File: config.mk
export PLATFORM = sky130hd
export DESIGN_NAME = packed_monomial_exponent_unit_top
export DESIGN_NICKNAME = d
export VERILOG_FILES = /design/src/rtl/core/pmeu_pkg.sv /design/src/rtl/core/packed_monomial_exponent_unit_top.sv
export SDC_FILE = /design/constraint.sdc
export NUM_CORES = 1
export LEC_CHECK = 0
export ABC_AREA = 1
export BUFFER_PORTS_ARGS = -buffer_cell sky130_fd_sc_hd__buf_2
export CAP_MARGIN = 5
export CORE_AREA = 4 4 226 272
export CTS_CLUSTER_DIAMETER = 100
export DETAILED_ROUTE_END_ITERATION = 12
export DIE_AREA = 0 0 230 276
export GPL_TIMING_DRIVEN = 0
export PLACE_DENSITY = 0.74
export SETUP_SLACK_MARGIN = 0.02
export SLEW_MARGIN = 20
export SYNTH_ARGS = -nofsm -noshare
export SYNTH_HDL_FRONTEND = slang
export SYNTH_SLANG_ARGS = --single-unit
File: constraint.sdc
create_clock -name clk -period 7.5 [get_ports clk]
set_input_delay 0.375 -clock clk [delete_from_list [all_inputs] [get_ports clk]]
set_output_delay 0.375 -clock clk [all_outputs]
set_load 0.02 [all_outputs]
File: src/rtl/core/pmeu_pkg.sv
// ----------------------------------------------------------------------------
// Packed monomial exponent unit - package
// Field widths, mixed-radix weights and reciprocal constants.
// ----------------------------------------------------------------------------
`default_nettype none

package pmeu_pkg;

    localparam int WORD_W     = 32;
    localparam int POLY_BITS  = 25;
    localparam int EXT_BITS   = WORD_W - POLY_BITS;
    localparam int NUM_DIGITS = 6;
    localparam int IDX_W      = 4;

    localparam int D1_W = 7;
    localparam int D2_W = 6;
    localparam int D3_W = 5;
    localparam int D4_W = 4;
    localparam int D5_W = 3;
    localparam int D6_W = 2;

    // high part above the first digit (radix 128)
    localparam int HIGH_W = POLY_BITS - D1_W;

    localparam int RADIX_TWO   = 43;
    localparam int RADIX_THREE = 19;
    localparam int RADIX_FOUR  = 9;
    localparam int RADIX_FIVE  = 5;

    // divisors applied to the high part
    localparam longint DIV_Q2 = 43;
    localparam longint DIV_Q3 = 43 * 19;
    localparam longint DIV_Q4 = 43 * 19 * 9;
    localparam longint DIV_Q5 = 43 * 19 * 9 * 5;

    // floor(x / d) = (x * ceil(2^s / d)) >> s, s = HIGH_W + ceil(log2 d)
    localparam int SHIFT_Q2 = HIGH_W + 6;
    localparam int SHIFT_Q3 = HIGH_W + 10;
    localparam int SHIFT_Q4 = HIGH_W + 13;
    localparam int SHIFT_Q5 = HIGH_W + 16;

    localparam int RECIP_W = 20;
    localparam int PROD_W  = HIGH_W + RECIP_W;

    localparam logic [RECIP_W-1:0] RECIP_Q2 =
        RECIP_W'(((64'd1 << SHIFT_Q2) + DIV_Q2 - 64'd1) / DIV_Q2);
    localparam logic [RECIP_W-1:0] RECIP_Q3 =
        RECIP_W'(((64'd1 << SHIFT_Q3) + DIV_Q3 - 64'd1) / DIV_Q3);
    localparam logic [RECIP_W-1:0] RECIP_Q4 =
        RECIP_W'(((64'd1 << SHIFT_Q4) + DIV_Q4 - 64'd1) / DIV_Q4);
    localparam logic [RECIP_W-1:0] RECIP_Q5 =
        RECIP_W'(((64'd1 << SHIFT_Q5) + DIV_Q5 - 64'd1) / DIV_Q5);

    localparam int Q2_W = 13;
    localparam int Q3_W = 9;
    localparam int Q4_W = 6;
    localparam int Q5_W = 3;

    localparam logic [WORD_W-1:0] WEIGHT [NUM_DIGITS] = '{
        32'd1, 32'd128, 32'd5504, 32'd104576, 32'd941184, 32'd4705920
    };

    function automatic logic [D6_W-1:0] mod3(input logic [Q5_W-1:0] q);
        logic [D6_W-1:0] r;
        unique case (q)
            3'd0, 3'd3, 3'd6: r = 2'd0;
            3'd1, 3'd4, 3'd7: r = 2'd1;
            3'd2, 3'd5:       r = 2'd2;
            default:          r = 2'd0;
        endcase
        return r;
    endfunction

endpackage

`default_nettype wire

File: src/rtl/core/packed_monomial_exponent_unit_top.sv
// ----------------------------------------------------------------------------
// Packed monomial exponent unit - top level
// Decodes, adds and steps back packed mixed-radix monomial exponents.
// ----------------------------------------------------------------------------
//  channel | handshake            | payload
//  --------+----------------------+-------------------------------------------
//  input   | in_valid / in_ready  | exp_a, exp_b
//  output  | out_valid/ out_ready | digit_one..digit_six, exterior_mask,
//          |                      | sum_exponent, shares_exterior,
//          |                      | prev_index, prev_exponent
//
//  One request per cycle while out_ready does not hold the output; the result
//  passes the input register, reciprocal-multiply register and result register.
//  Each stage moves when the stage after it is empty or moving, so a full
//  output waiting on out_ready still lets the earlier stages fill.
//  rst_n clears the stage valid flags only.
// ----------------------------------------------------------------------------
`default_nettype none

module packed_monomial_exponent_unit_top
    import pmeu_pkg::*;
(
    input  wire logic                     clk,
    input  wire logic                     rst_n,
    input  wire logic                     in_valid,
    output logic                          in_ready,
    input  wire logic [WORD_W-1:0]        exp_a,
    input  wire logic [WORD_W-1:0]        exp_b,
    output logic                          out_valid,
    input  wire logic                     out_ready,
    output logic [D1_W-1:0]               digit_one,
    output logic [D2_W-1:0]               digit_two,
    output logic [D3_W-1:0]               digit_three,
    output logic [D4_W-1:0]               digit_four,
    output logic [D5_W-1:0]               digit_five,
    output logic [D6_W-1:0]               digit_six,
    output logic [EXT_BITS-1:0]           exterior_mask,
    output logic [WORD_W-1:0]             sum_exponent,
    output logic                          shares_exterior,
    output logic signed [IDX_W-1:0]       prev_index,
    output logic [WORD_W-1:0]             prev_exponent
);

    logic en1;
    logic en2;

    logic              s0_valid_reg;
    logic [WORD_W-1:0] s0_a_reg;
    logic [WORD_W-1:0] s0_b_reg;

    logic              s1_valid_reg;
    logic [WORD_W-1:0] s1_a_reg;
    logic [HIGH_W-1:0] s1_high_reg;
    logic [Q2_W-1:0]   s1_q2_reg;
    logic [Q3_W-1:0]   s1_q3_reg;
    logic [Q4_W-1:0]   s1_q4_reg;
    logic [Q5_W-1:0]   s1_q5_reg;
    logic [WORD_W-1:0] s1_sum_reg;
    logic              s1_shares_reg;

    logic                    out_valid_reg;
    logic [D1_W-1:0]         digit_one_reg;
    logic [D2_W-1:0]         digit_two_reg;
    logic [D3_W-1:0]         digit_three_reg;
    logic [D4_W-1:0]         digit_four_reg;
    logic [D5_W-1:0]         digit_five_reg;
    logic [D6_W-1:0]         digit_six_reg;
    logic [EXT_BITS-1:0]     exterior_mask_reg;
    logic [WORD_W-1:0]       sum_exponent_reg;
    logic                    shares_exterior_reg;
    logic signed [IDX_W-1:0] prev_index_reg;
    logic [WORD_W-1:0]       prev_exponent_reg;

    // stage 1: quotients of the high part
    logic [HIGH_W-1:0] high0;
    logic [PROD_W-1:0] prod_q2;
    logic [PROD_W-1:0] prod_q3;
    logic [PROD_W-1:0] prod_q4;
    logic [PROD_W-1:0] prod_q5;
    logic [WORD_W-1:0] sum_next;

    // stage 2: remainders and predecessor
    logic [HIGH_W-1:0]       rem2;
    logic [Q2_W-1:0]         rem3;
    logic [Q3_W-1:0]         rem4;
    logic [Q4_W-1:0]         rem5;
    logic [D1_W-1:0]         digit_one_next;
    logic [D2_W-1:0]         digit_two_next;
    logic [D3_W-1:0]         digit_three_next;
    logic [D4_W-1:0]         digit_four_next;
    logic [D5_W-1:0]         digit_five_next;
    logic [D6_W-1:0]         digit_six_next;
    logic [NUM_DIGITS-1:0]   digit_nz;
    logic                    found;
    logic [WORD_W-1:0]       weight_sel;
    logic signed [IDX_W-1:0] prev_index_next;
    logic [WORD_W-1:0]       prev_exponent_next;

    assign en2      = !out_valid_reg || out_ready;
    assign en1      = !s1_valid_reg || en2;
    assign in_ready = !s0_valid_reg || en1;

    assign high0   = s0_a_reg[POLY_BITS-1:D1_W];
    assign prod_q2 = PROD_W'(high0) * PROD_W'(RECIP_Q2);
    assign prod_q3 = PROD_W'(high0) * PROD_W'(RECIP_Q3);
    assign prod_q4 = PROD_W'(high0) * PROD_W'(RECIP_Q4);
    assign prod_q5 = PROD_W'(high0) * PROD_W'(RECIP_Q5);

    assign sum_next[POLY_BITS-1:0] = s0_a_reg[POLY_BITS-1:0] + s0_b_reg[POLY_BITS-1:0];
    assign sum_next[WORD_W-1:POLY_BITS] =
        s0_a_reg[WORD_W-1:POLY_BITS] ^ s0_b_reg[WORD_W-1:POLY_BITS];

    assign rem2 = s1_high_reg - HIGH_W'(HIGH_W'(s1_q2_reg) * HIGH_W'(RADIX_TWO));
    assign rem3 = s1_q2_reg - Q2_W'(Q2_W'(s1_q3_reg) * Q2_W'(RADIX_THREE));
    assign rem4 = s1_q3_reg - Q3_W'(Q3_W'(s1_q4_reg) * Q3_W'(RADIX_FOUR));
    assign rem5 = s1_q4_reg - Q4_W'(Q4_W'(s1_q5_reg) * Q4_W'(RADIX_FIVE));

    assign digit_one_next   = s1_a_reg[D1_W-1:0];
    assign digit_two_next   = rem2[D2_W-1:0];
    assign digit_three_next = rem3[D3_W-1:0];
    assign digit_four_next  = rem4[D4_W-1:0];
    assign digit_five_next  = rem5[D5_W-1:0];
    assign digit_six_next   = mod3(s1_q5_reg);

    assign digit_nz = {
        digit_six_next != '0, digit_five_next != '0, digit_four_next != '0,
        digit_three_next != '0, digit_two_next != '0, digit_one_next != '0
    };

    // lowest nonzero digit first, then lowest exterior flag
    always_comb
    begin
        found           = 1'b0;
        weight_sel      = '0;
        prev_index_next = '0;
        for (int k = 0; k < NUM_DIGITS; k++)
        begin
            if (!found && digit_nz[k])
            begin
                found           = 1'b1;
                weight_sel      = WEIGHT[k];
                prev_index_next = IDX_W'(k + 1);
            end
        end
        for (int k = 0; k < EXT_BITS; k++)
        begin
            if (!found && s1_a_reg[POLY_BITS+k])
            begin
                found           = 1'b1;
                weight_sel      = WORD_W'(1) << (POLY_BITS + k);
                prev_index_next = IDX_W'(-(k + 1));
            end
        end
        prev_exponent_next = found ? (s1_a_reg - weight_sel) : '0;
    end

    always_ff @(posedge clk or negedge rst_n)
    begin
        if (!rst_n)
        begin
            s0_valid_reg  <= 1'b0;
            s1_valid_reg  <= 1'b0;
            out_valid_reg <= 1'b0;
        end
        else
        begin
            if (in_ready)
            begin
                s0_valid_reg <= in_valid;
            end
            if (en1)
            begin
                s1_valid_reg <= s0_valid_reg;
            end
            if (en2)
            begin
                out_valid_reg <= s1_valid_reg;
            end
        end
    end

    always_ff @(posedge clk)
    begin
        if (in_ready)
        begin
            s0_a_reg <= exp_a;
            s0_b_reg <= exp_b;
        end
        if (en1)
        begin
            s1_a_reg      <= s0_a_reg;
            s1_high_reg   <= high0;
            s1_q2_reg     <= Q2_W'(prod_q2 >> SHIFT_Q2);
            s1_q3_reg     <= Q3_W'(prod_q3 >> SHIFT_Q3);
            s1_q4_reg     <= Q4_W'(prod_q4 >> SHIFT_Q4);
            s1_q5_reg     <= Q5_W'(prod_q5 >> SHIFT_Q5);
            s1_sum_reg    <= sum_next;
            s1_shares_reg <= |(s0_a_reg[WORD_W-1:POLY_BITS] & s0_b_reg[WORD_W-1:POLY_BITS]);
        end
        if (en2)
        begin
            digit_one_reg       <= digit_one_next;
            digit_two_reg       <= digit_two_next;
            digit_three_reg     <= digit_three_next;
            digit_four_reg      <= digit_four_next;
            digit_five_reg      <= digit_five_next;
            digit_six_reg       <= digit_six_next;
            exterior_mask_reg   <= s1_a_reg[WORD_W-1:POLY_BITS];
            sum_exponent_reg    <= s1_sum_reg;
            shares_exterior_reg <= s1_shares_reg;
            prev_index_reg      <= prev_index_next;
            prev_exponent_reg   <= prev_exponent_next;
        end
    end

    assign out_valid       = out_valid_reg;
    assign digit_one       = digit_one_reg;
    assign digit_two       = digit_two_reg;
    assign digit_three     = digit_three_reg;
    assign digit_four      = digit_four_reg;
    assign digit_five      = digit_five_reg;
    assign digit_six       = digit_six_reg;
    assign exterior_mask   = exterior_mask_reg;
    assign sum_exponent    = sum_exponent_reg;
    assign shares_exterior = shares_exterior_reg;
    assign prev_index      = prev_index_reg;
    assign prev_exponent   = prev_exponent_reg;

endmodule

`default_nettype wire

## Word-level counts from Yosys, hierarchy flattened

Memory sizes are Yosys's and may differ from the RTL's. A register that Yosys moved wholly into a read port is not among the register bits.
Cells that the tools add are included.

- Register bits after elaboration: 272
- Bits in read-only memories: 16
- Input port bits: 68
- Word-level logic and storage cells: 121
- Memories: 1

- $add $sub $neg: 6
- $mul: 8
- Mux-type cells: 39
- Bitwise operators: 2
- Reductions and logical operators: 39

Memories:

| name | depth | bits a word | read ports | clocked after memory_dff | wr ports | RTL line | RTL |
|---|---|---|---|---|---|---|---|
| (name not given) | 8 | 2 | 1 | 1 | 0 | pmeu_pkg.sv:65 | `unique case (q)` |

Operators by type and width:

| cell | count |
|---|---|
| 2-to-1 mux 32 bit | 10 |
| multiplier 18 x 19 -> 37 bit, second input constant | 2 |
| multiplier 18 x 16 -> 34 bit, second input constant | 2 |
| subtractor 32 bit | 1 |
| adder 25 bit | 1 |
| logical NOT 1 bit | 15 |
| 2-to-1 mux 1 bit | 15 |
| 2-to-1 mux 3 bit | 5 |
| OR reduction 7 bit | 2 |
| multiplier 13 x 6 -> 6 bit, second input constant | 1 |
| 2-to-1 mux 13 bit | 1 |
| logical AND 1 bit | 12 |
| 2-to-1 mux 4 bit | 3 |
| multiplier 9 x 5 -> 5 bit, second input constant | 1 |
| 2-to-1 mux 2 bit | 4 |
| 2-to-1 mux 8 bit | 1 |
| bitwise AND 7 bit | 1 |
| nonzero test 7 bit | 1 |
| XOR 7 bit | 1 |
| multiplier 6 x 4 -> 4 bit, second input constant | 1 |
| nonzero test 6 bit | 1 |
| subtractor 6 bit | 1 |
| nonzero test 5 bit | 1 |
| subtractor 5 bit | 1 |
| other kinds (8) | 10 |

## Longest topological paths before layout

- Depth after elaboration: 39
- Mapped depth: 39
- Depth with buffers taken out: 39

## Least setup slack after synthesis

No wires, ideal clock.

- Kind: reg2reg
- Start point: register s0_a_reg[24]
- End point: register digit_six_next[0] (netlist name)
- Setup time: 0.115 ns
- Arrival time: 5.642 ns
- Setup slack: 1.743 ns
- Stages on the path, launching flop included: 24
- Period minus slack after synthesis: 5.757 ns
- Cells stage by stage: edfxtp_1 > ha_1 > inv_1 > fa_1 > inv_1 > fa_1 > inv_1 > fa_1 > inv_1 > fa_1 > fa_1 > ha_1 > a21o_1 > a21oi_1 > o211ai_1 > a211oi_1 > nand2_1 > nand2_1 > nand2_1 > nand2_1 > o21ai_0 > ha_1 > nand3_1 > nand2_1

- Longest elaborated chain between the ends: 2

RTL lines:

| what | RTL line | RTL |
|---|---|---|
| from (decl) | packed_monomial_exponent_unit_top.sv:48 | `logic [WORD_W-1:0] s0_a_reg;` |
| from (signal assigned) | packed_monomial_exponent_unit_top.sv:186 | `s0_a_reg <= exp_a;` |
| multiplier 18 x 19 -> 37 bit | packed_monomial_exponent_unit_top.sv:107 | `assign prod_q5 = PROD_W'(high0) * PROD_W'(RECIP_Q5);` |
| via prod_q5[35] | packed_monomial_exponent_unit_top.sv:79 | `logic [PROD_W-1:0] prod_q5;` |
| 2-to-1 mux 3 bit (no source line) | n/a |  |

The timed path passes the listed nets, and every way through them passes these cells.
A chain may end at the register's enable or synchronous reset.

## Worst setup path after layout

- Start point: register s0_a_reg[15]
- End point: register digit_six_next[0] (netlist name)

- Longest elaborated chain between the ends: 2

RTL lines:

| what | RTL line |
|---|---|
| multiplier 18 x 19 -> 37 bit | packed_monomial_exponent_unit_top.sv:107 |
| via prod_q5[35] | packed_monomial_exponent_unit_top.sv:79 |
| 2-to-1 mux 3 bit (no source line) | n/a |

The timed path passes the listed nets, and every way through them passes these cells.

==> metrics <==
Synth top cells by count=inv_1 (711), ha_1 (543), fa_1 (364); synth unique cells=45; Synth Register Bits=255; detailed-route via count=20,048; Layout Nets=3,973; fmax=149 MHz; Setup Viol. Count Final=0; number of global-route vias before repair=21,032; yosys warns=0; global-route wire length before repair=~120,000 um; post-synth top area cell=edfxtp_1; vias per cell=5.26; worst slew margin relative to its limit=between 20% and 30%; Routed WL=73,700 um; M1 GR Usage=between 20 and 30%; Worst Path Class, Setup=register to register; worst-path fanout max=8; Crit path required time=7.93 ns; IO Port Bufs=172; Num CTS Buffers=23; critical path data arrival time=7.12 ns; DRC viols=0; DRT antenna net count=0; CTS tree=yes; ANT cells=0; post-cts repair resize count=0; final hold viol count=0; Die Footprint=63,500 um^2; Synth Net Count=3,749; outcome=complete, no violations; Die Height=276 um; Post-synth EDFFs=250; total gr overflow=0; met2 usage=41.9%; Startpoint Class=register; Synth top area share=25.8%; Mapped Area=29,100 um^2; largest cells by area after synthesis=edfxtp_1 (26%), fa_1 (25%), ha_1 (23%); period utilization=approximately nine tenths; post-layout min period=roughly 6.7 ns; largest net degree at the start of global routing=between 60 and 70; Clock Latency Late Sink=about 0.52 ns; RSZ-0062 raised after global routing=false; I/O Pins=between 150 and 200; max-slew violations=0; layout cells sized above 1=9.39%; cell count after synthesis=2,774; initial antenna violation count=1; CTS max path bufs=3; Layout area overhead=10.5%; H-tree levels=1; Most Crowded Layer GR=met2; met3 usage=2.83%; DRT Pass-1 Iters=5; syn avg cell area=~10 um^2; clock sinks=roughly 260; clock-pin slew on the worst setup and hold paths=0.07 ns; Synth async-reset ratio=1.18%; Root Buffer=clkbuf_16; Critical R2R Launch=s0_a_reg[15]; initial core utilization=49.3%; GP Congestion=slightly above 1; setup TNS=0 ns; Core Area=59,100 um^2; Crit. Startpoint=s0_a_reg[15]; Die X=between 200 and 250 um; HP Class=input pin to register; WL per Instance=just under 20 um; Top FF cell, synth=edfxtp_1; Max Cap Viol=0; crit end category=register; total track usage=23.3%; HPWL after DPL=roughly 63,000 um; Final Skew=about 0.023 ns; Rows=between 90 and 100; worst slew pin tran=1.14 ns; hold path startpoint=exp_a[28]; share of the yosys chip area belonging to registers=approximately a quarter; drt initial violations=1,166; most frequent cell after synthesis=inv_1
kinds of logic (layout without fill, tap and decap cells):
kind of cell | after synthesis | in the layout | share of synthesized area, %
fa+ha+maj | 907 | 907 | 48.3
buf+inv | 731 | 971 | 9.50
simple gates | 516 | 516 | 7.82
compound gates | 266 | 266 | 5.19
flops | 255 | 255 | 26.2
xor+xnor | 99 | 99 | 2.98
cell type report:
cell class              instances  area (um^2)
flip-flops and latches        255         7620
plain buffers                   3         33.8
clock buffers                  31          606
fillers                      5035        26900
inverters                     728         2740
repair buffers                199         1350
multi-input cells            1788        18800
clock inverters                10         87.6
well taps                     800         1000
cells in the final DEF (no fill, tap or decap), drive strengths merged, types with 2 or more instances in the layout:
cell     count
nor2        98
nand2      270
o2111ai      4
a221oi       2
o211ai       7
o21ai       60
or2         10
fa         364
edfxtp     250
a31oi        5
a211oi       8
o41ai        2
a21boi       7
inv        728
a21oi      141
buf        201
nor3        31
o31ai        6
nand3       68
nor4         8
xnor2       37
nand3b       5
clkbuf      31
dfrtp        3
dfxtp        2
o221ai       4
clkinv       8
ha         543
o21a         5
xor2        62
nand4       24
o21bai       8
a21o         6
per-stage QoR:
step           worst slack [ns]  utilization, %  std cells  area (um^2)  hold WS, ns
2_1_floorplan              1.74               -       2774        29100       0.0794
3_3_place_gp              0.157            52.4       3746        31000        0.173
3_5_place_dp              0.727            53.2       3770        31400        0.177
4_1_cts                   0.736            54.4       3812        32200       0.0105
5_1_grt                   0.376            54.5       3814        32200       0.0113
6_report                  0.810            54.5       3814        32200       0.0316
final timing paths:
check / end / cells after the start / slack [ns]
max: digit_six_next[0] / 25 / 0.81
min: s0_a_reg[28] / 1 / 0.03
max reg2reg: digit_six_next[0] / 25 / 0.81
min reg2reg: sum_exponent[6] / 0 / 0.41
max in group asynchronous: s0_valid_reg / 2 / 7.20
min in group asynchronous: out_valid / 2 / 0.19
worst max-delay path, stage by stage, from the launching register on:
cell	delay, ns
edfxtp_1	0.72
buf_8	0.25
ha_1	0.69
ha_1	0.44
inv_1	0.10
fa_1	0.46
fa_1	0.50
inv_1	0.07
fa_1	0.52
fa_1	0.45
ha_1	0.31
a21oi_1	0.30
inv_1	0.12
a21oi_1	0.20
nand2_1	0.08
a211oi_1	0.24
nand2_1	0.10
nand2_1	0.17
nand2_1	0.08
nand2_1	0.07
nand2_1	0.10
nand2_1	0.07
o21ai_0	0.11
ha_1	0.29
nand3_1	0.08
nand2_1	0.05
layer usage:
layer  vias up  wire, um
li1       9374         -
met1      9783     28100
met2       679     36900
met3       212      4280
met4         0      4370
met5         -         0
what timing repair did:
action	in CTS	in global routing
hold buffers	1	0
endpoints found under the hold margin	3	0
setup buffers	0	0
Power is left out: the tool's default activity adds up to more than one toggle a clock period on the data nets, which glitch-free logic cannot reach.
